$ cat src/hdl/mvcs_pkg.sv
// ----------------------------------------------------------------------------
// mvcs_pkg
// Shared types and constants for the maximal visibility code set block.
// ----------------------------------------------------------------------------
package mvcs_pkg;

  localparam int CODE_W  = 16;
  localparam int FRAME_W = 16;

  typedef struct packed {
    logic [CODE_W-1:0]  code;
    logic [FRAME_W-1:0] frame;
    logic               last;
  } mvcs_item_t;

endpackage

$ cat src/hdl/mvcs_front.sv
// ----------------------------------------------------------------------------
// mvcs_front
// Accepts frames, masks the code to the marker count and numbers each frame
// with a saturating counter that restarts after the last frame.
// ----------------------------------------------------------------------------
module mvcs_front #(
  parameter int MARKERS    = 16,
  parameter int FRAME_BITS = 16
) (
  input  logic                             clk,
  input  logic                             rst,
  input  logic                             in_valid,
  output logic                             in_ready,
  input  logic [mvcs_pkg::CODE_W-1:0]      visible_mask,
  input  logic                             last_frame,
  output logic                             push_valid,
  input  logic                             push_ready,
  output mvcs_pkg::mvcs_item_t             push_item
);
  import mvcs_pkg::*;

  localparam logic [CODE_W-1:0] MARKER_MASK =
    (MARKERS >= CODE_W) ? {CODE_W{1'b1}} : CODE_W'((64'd1 << MARKERS) - 64'd1);
  localparam int FRAME_OUT_W = (FRAME_BITS < FRAME_W) ? FRAME_BITS : FRAME_W;
  localparam logic [FRAME_BITS-1:0] FRAME_MAX = {FRAME_BITS{1'b1}};

  logic [FRAME_BITS-1:0] frame_cnt;
  logic                  accept;

  assign in_ready   = push_ready;
  assign push_valid = in_valid;
  assign accept     = in_valid && push_ready;

  assign push_item.code  = visible_mask & MARKER_MASK;
  assign push_item.frame = FRAME_W'(frame_cnt[FRAME_OUT_W-1:0]);
  assign push_item.last  = last_frame;

  always_ff @(posedge clk) begin
    if (rst) begin
      frame_cnt <= '0;
    end else if (accept) begin
      if (last_frame) begin
        frame_cnt <= '0;
      end else if (frame_cnt != FRAME_MAX) begin
        frame_cnt <= frame_cnt + 1'b1;
      end
    end
  end

endmodule

$ cat src/hdl/mvcs_queue.sv
// ----------------------------------------------------------------------------
// mvcs_queue
// Two-entry item queue between the front and back parts.
// ----------------------------------------------------------------------------
module mvcs_queue (
  input  logic                 clk,
  input  logic                 rst,
  input  logic                 push_valid,
  output logic                 push_ready,
  input  mvcs_pkg::mvcs_item_t push_item,
  output logic                 pop_valid,
  input  logic                 pop_ready,
  output mvcs_pkg::mvcs_item_t pop_item
);
  import mvcs_pkg::*;

  mvcs_item_t slots [2];
  logic       wr_ptr;
  logic       rd_ptr;
  logic [1:0] count;
  logic       do_push;
  logic       do_pop;

  assign push_ready = (count != 2'd2);
  assign pop_valid  = (count != 2'd0);
  assign pop_item   = slots[rd_ptr];
  assign do_push    = push_valid && push_ready;
  assign do_pop     = pop_valid && pop_ready;

  always_ff @(posedge clk) begin
    if (do_push) begin
      slots[wr_ptr] <= push_item;
    end
  end

  always_ff @(posedge clk) begin
    if (rst) begin
      wr_ptr <= 1'b0;
      rd_ptr <= 1'b0;
      count  <= 2'd0;
    end else begin
      if (do_push) wr_ptr <= ~wr_ptr;
      if (do_pop)  rd_ptr <= ~rd_ptr;
      if (do_push && !do_pop) begin
        count <= count + 2'd1;
      end else if (do_pop && !do_push) begin
        count <= count - 2'd1;
      end
    end
  end

  a_count_range: assert property (@(posedge clk) disable iff (rst)
    count != 2'd3) else $error("queue count out of range");
  a_ptr_gap: assert property (@(posedge clk) disable iff (rst)
    (count == 2'd0 || count == 2'd2) |-> (wr_ptr == rd_ptr))
    else $error("queue pointers disagree with count");
  a_full_hold: assert property (@(posedge clk) disable iff (rst)
    (count == 2'd2 && !pop_ready) |=> (count == 2'd2))
    else $error("full queue lost an item");

endmodule

$ cat src/hdl/mvcs_back.sv
// ----------------------------------------------------------------------------
// mvcs_back
// Walks the code table for each item, drops covered codes, invalidates
// covered entries, appends new codes and emits the set on the last frame.
// ----------------------------------------------------------------------------
module mvcs_back #(
  parameter int ENTRIES = 32
) (
  input  logic                         clk,
  input  logic                         rst,
  input  logic                         pop_valid,
  output logic                         pop_ready,
  input  mvcs_pkg::mvcs_item_t         pop_item,
  output logic                         out_valid,
  input  logic                         out_ready,
  output logic [mvcs_pkg::FRAME_W-1:0] frame_number,
  output logic [mvcs_pkg::CODE_W-1:0]  code_mask,
  output logic                         last_entry,
  output logic                         overflow
);
  import mvcs_pkg::*;

  localparam int IDX_W = (ENTRIES > 1) ? $clog2(ENTRIES) : 1;
  localparam int CNT_W = $clog2(ENTRIES + 1);
  localparam logic [CNT_W-1:0] FULL = CNT_W'(ENTRIES);

  typedef enum logic [5:0] {
    ST_IDLE      = 6'b000001,
    ST_SCAN      = 6'b000010,
    ST_COMMIT    = 6'b000100,
    ST_EMIT_RD   = 6'b001000,
    ST_EMIT_WAIT = 6'b010000,
    ST_EMIT_OUT  = 6'b100000
  } state_t;

  state_t state;

  logic [CODE_W-1:0]  code_mem  [ENTRIES];
  logic [FRAME_W-1:0] frame_mem [ENTRIES];
  logic [CODE_W-1:0]  rd_code;
  logic [FRAME_W-1:0] rd_frame;

  logic [ENTRIES-1:0] valid;
  logic [ENTRIES-1:0] kill;
  logic [ENTRIES-1:0] new_bit;
  logic [ENTRIES-1:0] above;
  logic [CNT_W-1:0]   used;
  logic [CNT_W-1:0]   scan_idx;
  logic [IDX_W-1:0]   data_idx;
  logic               data_vld;
  logic               covered;
  logic               overflow_seen;

  logic [CODE_W-1:0]  cur_code;
  logic [FRAME_W-1:0] cur_frame;
  logic               cur_last;

  logic               issue;
  logic               wr_en;
  logic               more;

  assign pop_ready = (state == ST_IDLE);
  assign issue     = (state == ST_SCAN) && (scan_idx < used);
  assign wr_en     = (state == ST_COMMIT) && !covered && (used < FULL);

  always_comb begin
    for (int j = 0; j < ENTRIES; j++) begin
      new_bit[j] = (CNT_W'(j) == used);
      above[j]   = (CNT_W'(j) > scan_idx);
    end
    more = |(valid & above);
  end

  always_ff @(posedge clk) begin
    if (wr_en) begin
      code_mem[used[IDX_W-1:0]]  <= cur_code;
      frame_mem[used[IDX_W-1:0]] <= cur_frame;
    end
    rd_code  <= code_mem[scan_idx[IDX_W-1:0]];
    rd_frame <= frame_mem[scan_idx[IDX_W-1:0]];
  end

  always_ff @(posedge clk) begin
    if (data_vld) begin
      kill[data_idx] <= valid[data_idx] && ((rd_code & ~cur_code) == '0);
    end
    data_idx <= scan_idx[IDX_W-1:0];
    if (state == ST_IDLE && pop_valid) begin
      cur_code  <= pop_item.code;
      cur_frame <= pop_item.frame;
      cur_last  <= pop_item.last;
    end
    if (state == ST_EMIT_WAIT) begin
      frame_number <= rd_frame;
      code_mask    <= rd_code;
      last_entry   <= !more;
      overflow     <= overflow_seen;
    end
  end

  always_ff @(posedge clk) begin
    if (rst) begin
      state         <= ST_IDLE;
      valid         <= '0;
      used          <= '0;
      overflow_seen <= 1'b0;
      out_valid     <= 1'b0;
      data_vld      <= 1'b0;
      scan_idx      <= '0;
      covered       <= 1'b0;
    end else begin
      data_vld <= issue;
      case (state)
        ST_IDLE: begin
          if (pop_valid) begin
            scan_idx <= '0;
            covered  <= 1'b0;
            state    <= ST_SCAN;
          end
        end
        ST_SCAN: begin
          if (issue) scan_idx <= scan_idx + 1'b1;
          if (data_vld && valid[data_idx] && ((cur_code & ~rd_code) == '0)) begin
            covered <= 1'b1;
          end
          if (!issue && !data_vld) state <= ST_COMMIT;
        end
        ST_COMMIT: begin
          if (!covered) begin
            if (used < FULL) begin
              valid <= (valid & ~kill) | new_bit;
              used  <= used + 1'b1;
            end else begin
              overflow_seen <= 1'b1;
            end
          end
          scan_idx <= '0;
          state    <= cur_last ? ST_EMIT_RD : ST_IDLE;
        end
        ST_EMIT_RD: begin
          if (scan_idx == used) begin
            valid         <= '0;
            used          <= '0;
            overflow_seen <= 1'b0;
            state         <= ST_IDLE;
          end else if (valid[scan_idx[IDX_W-1:0]]) begin
            state <= ST_EMIT_WAIT;
          end else begin
            scan_idx <= scan_idx + 1'b1;
          end
        end
        ST_EMIT_WAIT: begin
          out_valid <= 1'b1;
          state     <= ST_EMIT_OUT;
        end
        ST_EMIT_OUT: begin
          if (out_ready) begin
            out_valid <= 1'b0;
            scan_idx  <= scan_idx + 1'b1;
            state     <= ST_EMIT_RD;
          end
        end
        default: begin
          state <= ST_IDLE;
        end
      endcase
    end
  end

  a_used_bound: assert property (@(posedge clk) disable iff (rst)
    used <= FULL) else $error("table fill beyond depth");
  a_valid_below_used: assert property (@(posedge clk) disable iff (rst)
    (valid & ~((ENTRIES)'({ENTRIES{1'b1}}) >> (CNT_W'(ENTRIES) - used))) == '0
    || used == '0 && valid == '0)
    else $error("valid entry above fill count");
  a_last_ends_set: assert property (@(posedge clk) disable iff (rst)
    (out_valid && out_ready && last_entry) |=> !out_valid)
    else $error("item emitted after final entry");
  a_overflow_full: assert property (@(posedge clk) disable iff (rst)
    $rose(overflow_seen) |-> (used == FULL))
    else $error("overflow flagged with free entries");

endmodule

$ cat src/hdl/maximal_visibility_code_set_top.sv
// ----------------------------------------------------------------------------
// maximal_visibility_code_set_top
// Keeps the set of maximal marker-visibility codes over a frame sequence.
// ----------------------------------------------------------------------------
// Input channel (in_valid/in_ready): one item per frame, visible_mask and
// last_frame. A two-item queue sits behind the input, so the sender can run
// ahead of the table walk by two items.
// Output channel (out_valid/out_ready): on an item with last_frame set, one
// item per kept code in insertion order, the final one with last_entry set;
// overflow reports a code dropped on a full table. The set then clears.
// Table walk: each item reads the code memory one entry per cycle over the
// used entries, where used is the number of appended entries, at most
// ENTRIES. On the last frame the emit pass visits every appended entry,
// kept or invalidated.
// A stalled receiver holds the output register and the walk waits; input
// items still fill the queue. Reset empties the set and the queue and
// restarts frame numbering at 0. The code memory needs no clearing.
// ----------------------------------------------------------------------------
module maximal_visibility_code_set_top #(
  parameter int MARKERS    = 16,
  parameter int ENTRIES    = 32,
  parameter int FRAME_BITS = 16
) (
  input  logic                         clk,
  input  logic                         rst,
  input  logic                         in_valid,
  output logic                         in_ready,
  input  logic [mvcs_pkg::CODE_W-1:0]  visible_mask,
  input  logic                         last_frame,
  output logic                         out_valid,
  input  logic                         out_ready,
  output logic [mvcs_pkg::FRAME_W-1:0] frame_number,
  output logic [mvcs_pkg::CODE_W-1:0]  code_mask,
  output logic                         last_entry,
  output logic                         overflow
);
  import mvcs_pkg::*;

  mvcs_item_t push_item;
  mvcs_item_t pop_item;
  logic       push_valid;
  logic       push_ready;
  logic       pop_valid;
  logic       pop_ready;

  mvcs_front #(
    .MARKERS    (MARKERS),
    .FRAME_BITS (FRAME_BITS)
  ) u_front (
    .clk          (clk),
    .rst          (rst),
    .in_valid     (in_valid),
    .in_ready     (in_ready),
    .visible_mask (visible_mask),
    .last_frame   (last_frame),
    .push_valid   (push_valid),
    .push_ready   (push_ready),
    .push_item    (push_item)
  );

  mvcs_queue u_queue (
    .clk        (clk),
    .rst        (rst),
    .push_valid (push_valid),
    .push_ready (push_ready),
    .push_item  (push_item),
    .pop_valid  (pop_valid),
    .pop_ready  (pop_ready),
    .pop_item   (pop_item)
  );

  mvcs_back #(
    .ENTRIES (ENTRIES)
  ) u_back (
    .clk          (clk),
    .rst          (rst),
    .pop_valid    (pop_valid),
    .pop_ready    (pop_ready),
    .pop_item     (pop_item),
    .out_valid    (out_valid),
    .out_ready    (out_ready),
    .frame_number (frame_number),
    .code_mask    (code_mask),
    .last_entry   (last_entry),
    .overflow     (overflow)
  );

endmodule

$ cat config.mk
export PLATFORM = sky130hd
export DESIGN_NAME = maximal_visibility_code_set_top
export DESIGN_NICKNAME = d
export VERILOG_FILES = /design/src/hdl/mvcs_pkg.sv /design/src/hdl/mvcs_front.sv /design/src/hdl/mvcs_queue.sv /design/src/hdl/mvcs_back.sv /design/src/hdl/maximal_visibility_code_set_top.sv
export SDC_FILE = /design/constraint.sdc
export NUM_CORES = 1
export LEC_CHECK = 0
export ABC_AREA = 1
export BUFFER_PORTS_ARGS = -buffer_cell sky130_fd_sc_hd__buf_2
export CORE_UTILIZATION = 57
export DETAILED_ROUTE_END_ITERATION = 7
export PLACE_DENSITY = 0.73
export SYNTH_ARGS = -nofsm -noshare
export SYNTH_HDL_FRONTEND = slang
export SYNTH_SLANG_ARGS = --single-unit
$ cat constraint.sdc
create_clock -name clk -period 4.8 [get_ports clk]
set_input_delay 0.48 -clock clk [delete_from_list [all_inputs] [get_ports clk]]
set_output_delay 0.48 -clock clk [all_outputs]
set_load 0.01 [all_outputs]
[Word level (Yosys, flattened, before mapping)]
Memory sizes are Yosys's and may differ from the RTL's. A register that Yosys moved wholly into a read port is not among the register bits.
Index checks and enable logic that the tools add are counted.
Storage, ports and cells
  register bits: 145
  bits in writable memories: 1090
  bits of input ports: 21
  logic and storage cells: 206
  memories: 3
Memories
  u_back.code_mem: depth 32, bits a word 16, rd ports 1, clocked after Yosys merged registers in 1, wr ports 1, line mvcs_back.sv:38  | logic [CODE_W-1:0] code_mem [ENTRIES];
  u_back.frame_mem: depth 32, bits a word 16, rd ports 1, clocked after Yosys merged registers in 1, wr ports 1, line mvcs_back.sv:39  | logic [FRAME_W-1:0] frame_mem [ENTRIES];
  u_queue.slots: depth 2, bits a word 33, rd ports 1, clocked after Yosys merged registers in 1, wr ports 1, line mvcs_queue.sv:17  | mvcs_item_t slots [2];
Cells by class
  add/sub/neg operators: 5
  order comparisons: 37
  equal/unequal tests: 52
  muxes and demuxes: 45
  bitwise logic cells: 10
  reduce and logical (&&, ||, !) cells: 36
Operators with widths (count)
  5-bit by 6-bit == test with 1-bit output, first input constant: 16
  5-bit by 6-bit > comparator with 1-bit output, first input constant: 16
  32-bit two-way mux: 3
  6-bit two-way mux: 13
  32-bit AND: 2
  32-bit case mux with 2 select lines: 1
  4-bit by 6-bit == test with 1-bit output, first input constant: 8
  4-bit by 6-bit > comparator with 1-bit output, first input constant: 8
  6-bit case mux with 6 select lines: 1
  16-bit AND: 2
  32-bit bitwise mux: 1
  16-bit zero test: 2
  16-bit two-way mux: 2
  16-bit inverter: 2
  32-bit inverter: 1
  32-bit bitwise OR: 1
  32-bit OR reduction: 1
  6-bit case mux with 5 select lines: 1
  3-bit by 6-bit == test with 1-bit output, first input constant: 4
  3-bit by 6-bit > comparator with 1-bit output, first input constant: 4
  2-bit != test, second input constant: 9
  16-bit by 1-bit adder with 16-bit output, second input constant: 1
  16-bit != test, second input constant: 1
  1-bit two-way mux: 13
  other kinds (36): 72

[Longest topological paths before layout]
  depth in word-level cells: 6
  mapped depth: 17
  mapped depth without buffers: 15

[Modules after synthesis]
A second synthesis with hierarchy kept.
Unflattened totals
  cells, all modules: 3995
  area total of the unflattened synthesis: 51550.7 µm²
Modules (own cells, without submodules)
  mvcs_back: times used 1, cells an instance 3656, area an instance 47525.6 µm²
  mvcs_queue: times used 1, cells an instance 140, area an instance 2776.4 µm²
  mvcs_front: times used 1, cells an instance 199, area an instance 1248.7 µm²

[Worst setup path before layout]
Ideal clock, no wire load.
  kind: reg2reg
  start: register u_back.state[0]
  end: memory u_back.code_mem[28][0], enable pin
  setup time: 0.461 ns
  arrival: 3.304 ns
  data required time: 4.339 ns
  setup slack: 1.035 ns
  cell stages (with the launch flop): 7
  path buffers: 1
  period minus slack after synthesis: 3.765 ns
  path through: dfxtp_1 -> nor2_4 -> nand4_2 -> nor2_1 -> nand2_1 -> clkbuf_1 -> nor3_1
On the way
  cells in the longest elaborated chain, start to end: 5
Ends and longest elaborated chain
  start, declared: line mvcs_back.sv:36  | state_t state;
  start signal, assigned: line mvcs_back.sv:138  | state <= cur_last ? ST_EMIT_RD : ST_IDLE;
  6-bit by 3-bit == test with 1-bit output: line mvcs_back.sv:64  | assign wr_en = (state == ST_COMMIT) && !covered && (used < FULL);
  1-bit logical AND (2 in series): line mvcs_back.sv:64
  1-bit two-way mux: line mvcs_back.sv:75  | if (wr_en) begin
  1-bit two-way mux (implied by the code): line mvcs_back.sv:76  | code_mem[used[IDX_W-1:0]] <= cur_code;
  end, declared: line mvcs_back.sv:38
No other way between the ends.

[Worst setup path after layout]
  start: register u_back.state[4]
  end: memory u_back.code_mem[22][14], enable pin
The elaborated chain is that of the path after synthesis.

==> impl_metrics.env <==
export IMPL_outcome="complete, but fails checks"
export IMPL_violations="DRC"
export IMPL_wirelength_um=141000
export IMPL_slew_headroom_pct=15.2
export IMPL_arrival_ps=3690
export IMPL_final_antenna_net_count=0
export IMPL_die_w_um=302
export IMPL_yosysTopAreaCell="edfxtp_1"
export IMPL_nFillCells=6329
export IMPL_critical_path_max_fanout=23
export IMPL_cts_sinks=1300
export IMPL_num_vias=34000
export IMPL_max_cap_violations=0
export IMPL_root_buffer="clkbuf_16"
export IMPL_clk_latency_ps=740
export IMPL_mostFrequentLayoutCell="edfxtp_1"
export IMPL_cts_max_level=3
export IMPL_die_height_um=302
export IMPL_grt_pass1_vias=31600
export IMPL_syn_num_nets=4044
export IMPL_start_util_pct=57.8
export IMPL_area_growth_pct=11.1
export IMPL_avgSynthCellArea_sq_um=12.8
export IMPL_ys_ff_latch=1300
export IMPL_antenna_found_initial=5
export IMPL_finalCritPeriodShare_pct=68.7
export IMPL_post_cts_buffers=0
export IMPL_crit_family="simple AND/OR/NAND/NOR gates"
export IMPL_yosysWarningCount=0
export IMPL_synthArstFlopShare_pct=0
export IMPL_yosysSeqAreaShare_pct=74.0
export IMPL_syn_inst=4007
export IMPL_hold_ws_ps=134
export IMPL_pin_count=57
export IMPL_gr_usage_all_layers_pct=30.8
export IMPL_cts_repair_resized=0
export IMPL_startpoint_type="flop"
export IMPL_drc=6
export IMPL_final_core_util_pct=64.2
export IMPL_mappedNetlistArea_sq_mm=0.0512
export IMPL_end_kind="flop"
export IMPL_p_clk_share_pct=34.1
export IMPL_drtPass1Iterations=8
export IMPL_holdPathStages=2
export IMPL_p_int_mw=20.4
export IMPL_rows=109
export IMPL_tns_ps=0
export IMPL_core_area_sq_mm=0.0886
export IMPL_cp_slowest_cell="nor3_2"
export IMPL_finalSetupViolCount=0
export IMPL_rr_worst_depth=9
export IMPL_rsz0062_at_grt="false"
export IMPL_dpl_cell_count=5080
export IMPL_pwr_share_seq_pct=53.9
export IMPL_ys_flop_type="edfxtp_1"
export IMPL_yosysUniqueCellTypes=51
export IMPL_drive_above_1_share_pct=10.3
export IMPL_wl_per_cell_um=26.5
export IMPL_finalMaxSlewViolations=0
export IMPL_instances_no_fill=5327
export IMPL_most_common_layout_cells="1,189 x edfxtp_1, 648 x nor2_1, 508 x o21ai_0"
export IMPL_gr_total_overflow=0
export IMPL_via_per_inst=6.38
export IMPL_worstPathCellList="inv_1, nand2_1, inv_2, nand4_2, nor2_1, nand2_1, buf_4, nor3_2, buf_4"
export IMPL_clk_pin_slew_worst_paths_ps=60
export IMPL_max_freq_mhz=303
export IMPL_power_density_mw_per_mm2=497
export IMPL_timing_critical_path_required_ps=5190
export IMPL_cts_tree="yes"
export IMPL_combPwrFrac_pct=12.0
export IMPL_switching_share_pct=27.9
export IMPL_peakVddDrop_mv=0.404
export IMPL_clockBufferDepth=3
export IMPL_leakagePower_nw=19.1
export IMPL_drt_iter0_drc=4675
export IMPL_crit_buf_inv=4
export IMPL_worst_pin_slew_ps=1260
export IMPL_hold_path_class="in2reg"
export IMPL_grt_max_degree=225
export IMPL_grt_pass1_wl_um=204000
export IMPL_path_depth=9
export IMPL_port_buffers=56
export IMPL_fin_nets=4091
export IMPL_p_sw_mw=7.88
export IMPL_dp_hpwl_um=72700
export IMPL_path_class="reg2reg"
export IMPL_clock_skew_ps=49.5
export IMPL_finalCriticalPeriod_ps=3300
export IMPL_hold_viol=0
export IMPL_synth_top_cell_area_share_pct=69.7
export IMPL_die_area_sq_mm=0.0911
export IMPL_cpPeakStageDelay_ps=980
export IMPL_synth_edff_count=1189
export IMPL_ys_top_cells_by_area="edfxtp_1 70%, o21ai_0 5.0%, nor2_1 4.8%"
export IMPL_cts_buffers=120
export IMPL_gp_congestion=0.935
-- Yosys cell counts, drive strengths merged (17+ instances only) --
library cell	number
clkbuf	125
a211oi	54
o21ai	519
buf	105
or2	39
o221ai	90
nand3	73
a22oi	17
dfxtp	111
o211ai	22
edfxtp	1189
o22ai	136
nand4	23
a21oi	46
inv	136
nor3	77
nor2	660
o21a	52
nand2	467
-- power groups by stage --
stage / sequential [mW] / clock (mW) / combinational, mW
final: 15.2 / 9.63 / 3.40
after global routing: 15.3 / 10.1 / 3.70
after CTS: 15.2 / 9.65 / 3.34
after detailed placement: 15.4 / 0 / 3.31
after global placement: 15.4 / 0 / 3.25
after floorplan: 14.9 / 0 / 2.26
-- stage by stage --
step,total power [mW],instance area (sq um),setup WS (ps)
6_report,28.3,56900,1500
5_1_grt,29.1,56900,1400
4_1_cts,28.2,56900,1510
3_3_place_gp,18.6,52700,1610
3_5_place_dp,18.7,52700,1530
2_1_floorplan,17.2,51200,1030
-- metal layers --
metal | up-vias | track usage [%] | wire length (um)
met4 | 4 | 15.3 | 7360
met2 | 2199 | 47.1 | 64100
met5 | - | 0 | 40
met1 | 16600 | 43.4 | 53000
li1 | 14800 | - | -
met3 | 411 | 5.06 | 16600
-- state kept, by name, summed over array words and instances (netlist names), 2 cells and up --
register and cells:
u_back.cur_code 16, u_front.frame_cnt 16, u_back.scan_idx 6, u_queue.slots 66
u_back.cur_frame 16, u_back.code_mask 16, u_back.data_idx 5, u_back.frame_number 16
u_back.state 6, u_back.code_mem 512, u_back.kill 32, u_back.frame_mem 512
u_back.used 6, u_queue.count 2, u_back.rd_code 16, u_back.valid 32
u_back.rd_frame 16
-- worst paths after layout --
path | slack [ps] | to | start
max reg2reg | 1500 | u_back.code_mem[22][14]$_DFFE_PP_ | u_back.state[4]$_SDFFE_PP0P_
max | 1500 | u_back.code_mem[22][14]$_DFFE_PP_ | u_back.state[4]$_SDFFE_PP0P_
min | 130 | u_front.frame_cnt[14]$_SDFFE_PP0P_ | rst
min reg2reg | 410 | u_back.frame_number[0]$_DFFE_PP_ | u_back.rd_frame[0]$_DFF_P_
-- area by class of cell --
type | instances | area [sq um] | share of cell area (%)
Timing Repair Buffer | 155 | 1130 | 1.98
Clock inverter | 61 | 621 | 1.09
Tap cell | 1165 | 1460 | 2.56
Multi-Input combinational cell | 2336 | 11800 | 20.8
Sequential cell | 1300 | 37900 | 66.6
Clock buffer | 168 | 3410 | 5.98
Inverter | 141 | 552 | 0.969
Antenna cell | 1 | 2.50 | 0.00440
-- repair_timing --
item	in CTS	in global routing
hold buffers	17	0
endpoints found under the hold margin	34	0
setup endpoints to repair	0	0
-- logic make-up (layout without fill, tap and decap cells) --
family	after synthesis	count (layout)	synth area share, %
xor gates and xnor gates	5	5	0.0855
AOI/OAI and AO/OA	963	963	11.4
other	0	1	0
buffers and inverters	371	525	3.33
adders and majority gates	16	16	0.391
and+or+nand+nor	1352	1352	10.8
DFF	1300	1300	74.0
No activity file was read; power rests on OpenSTA's default activity.
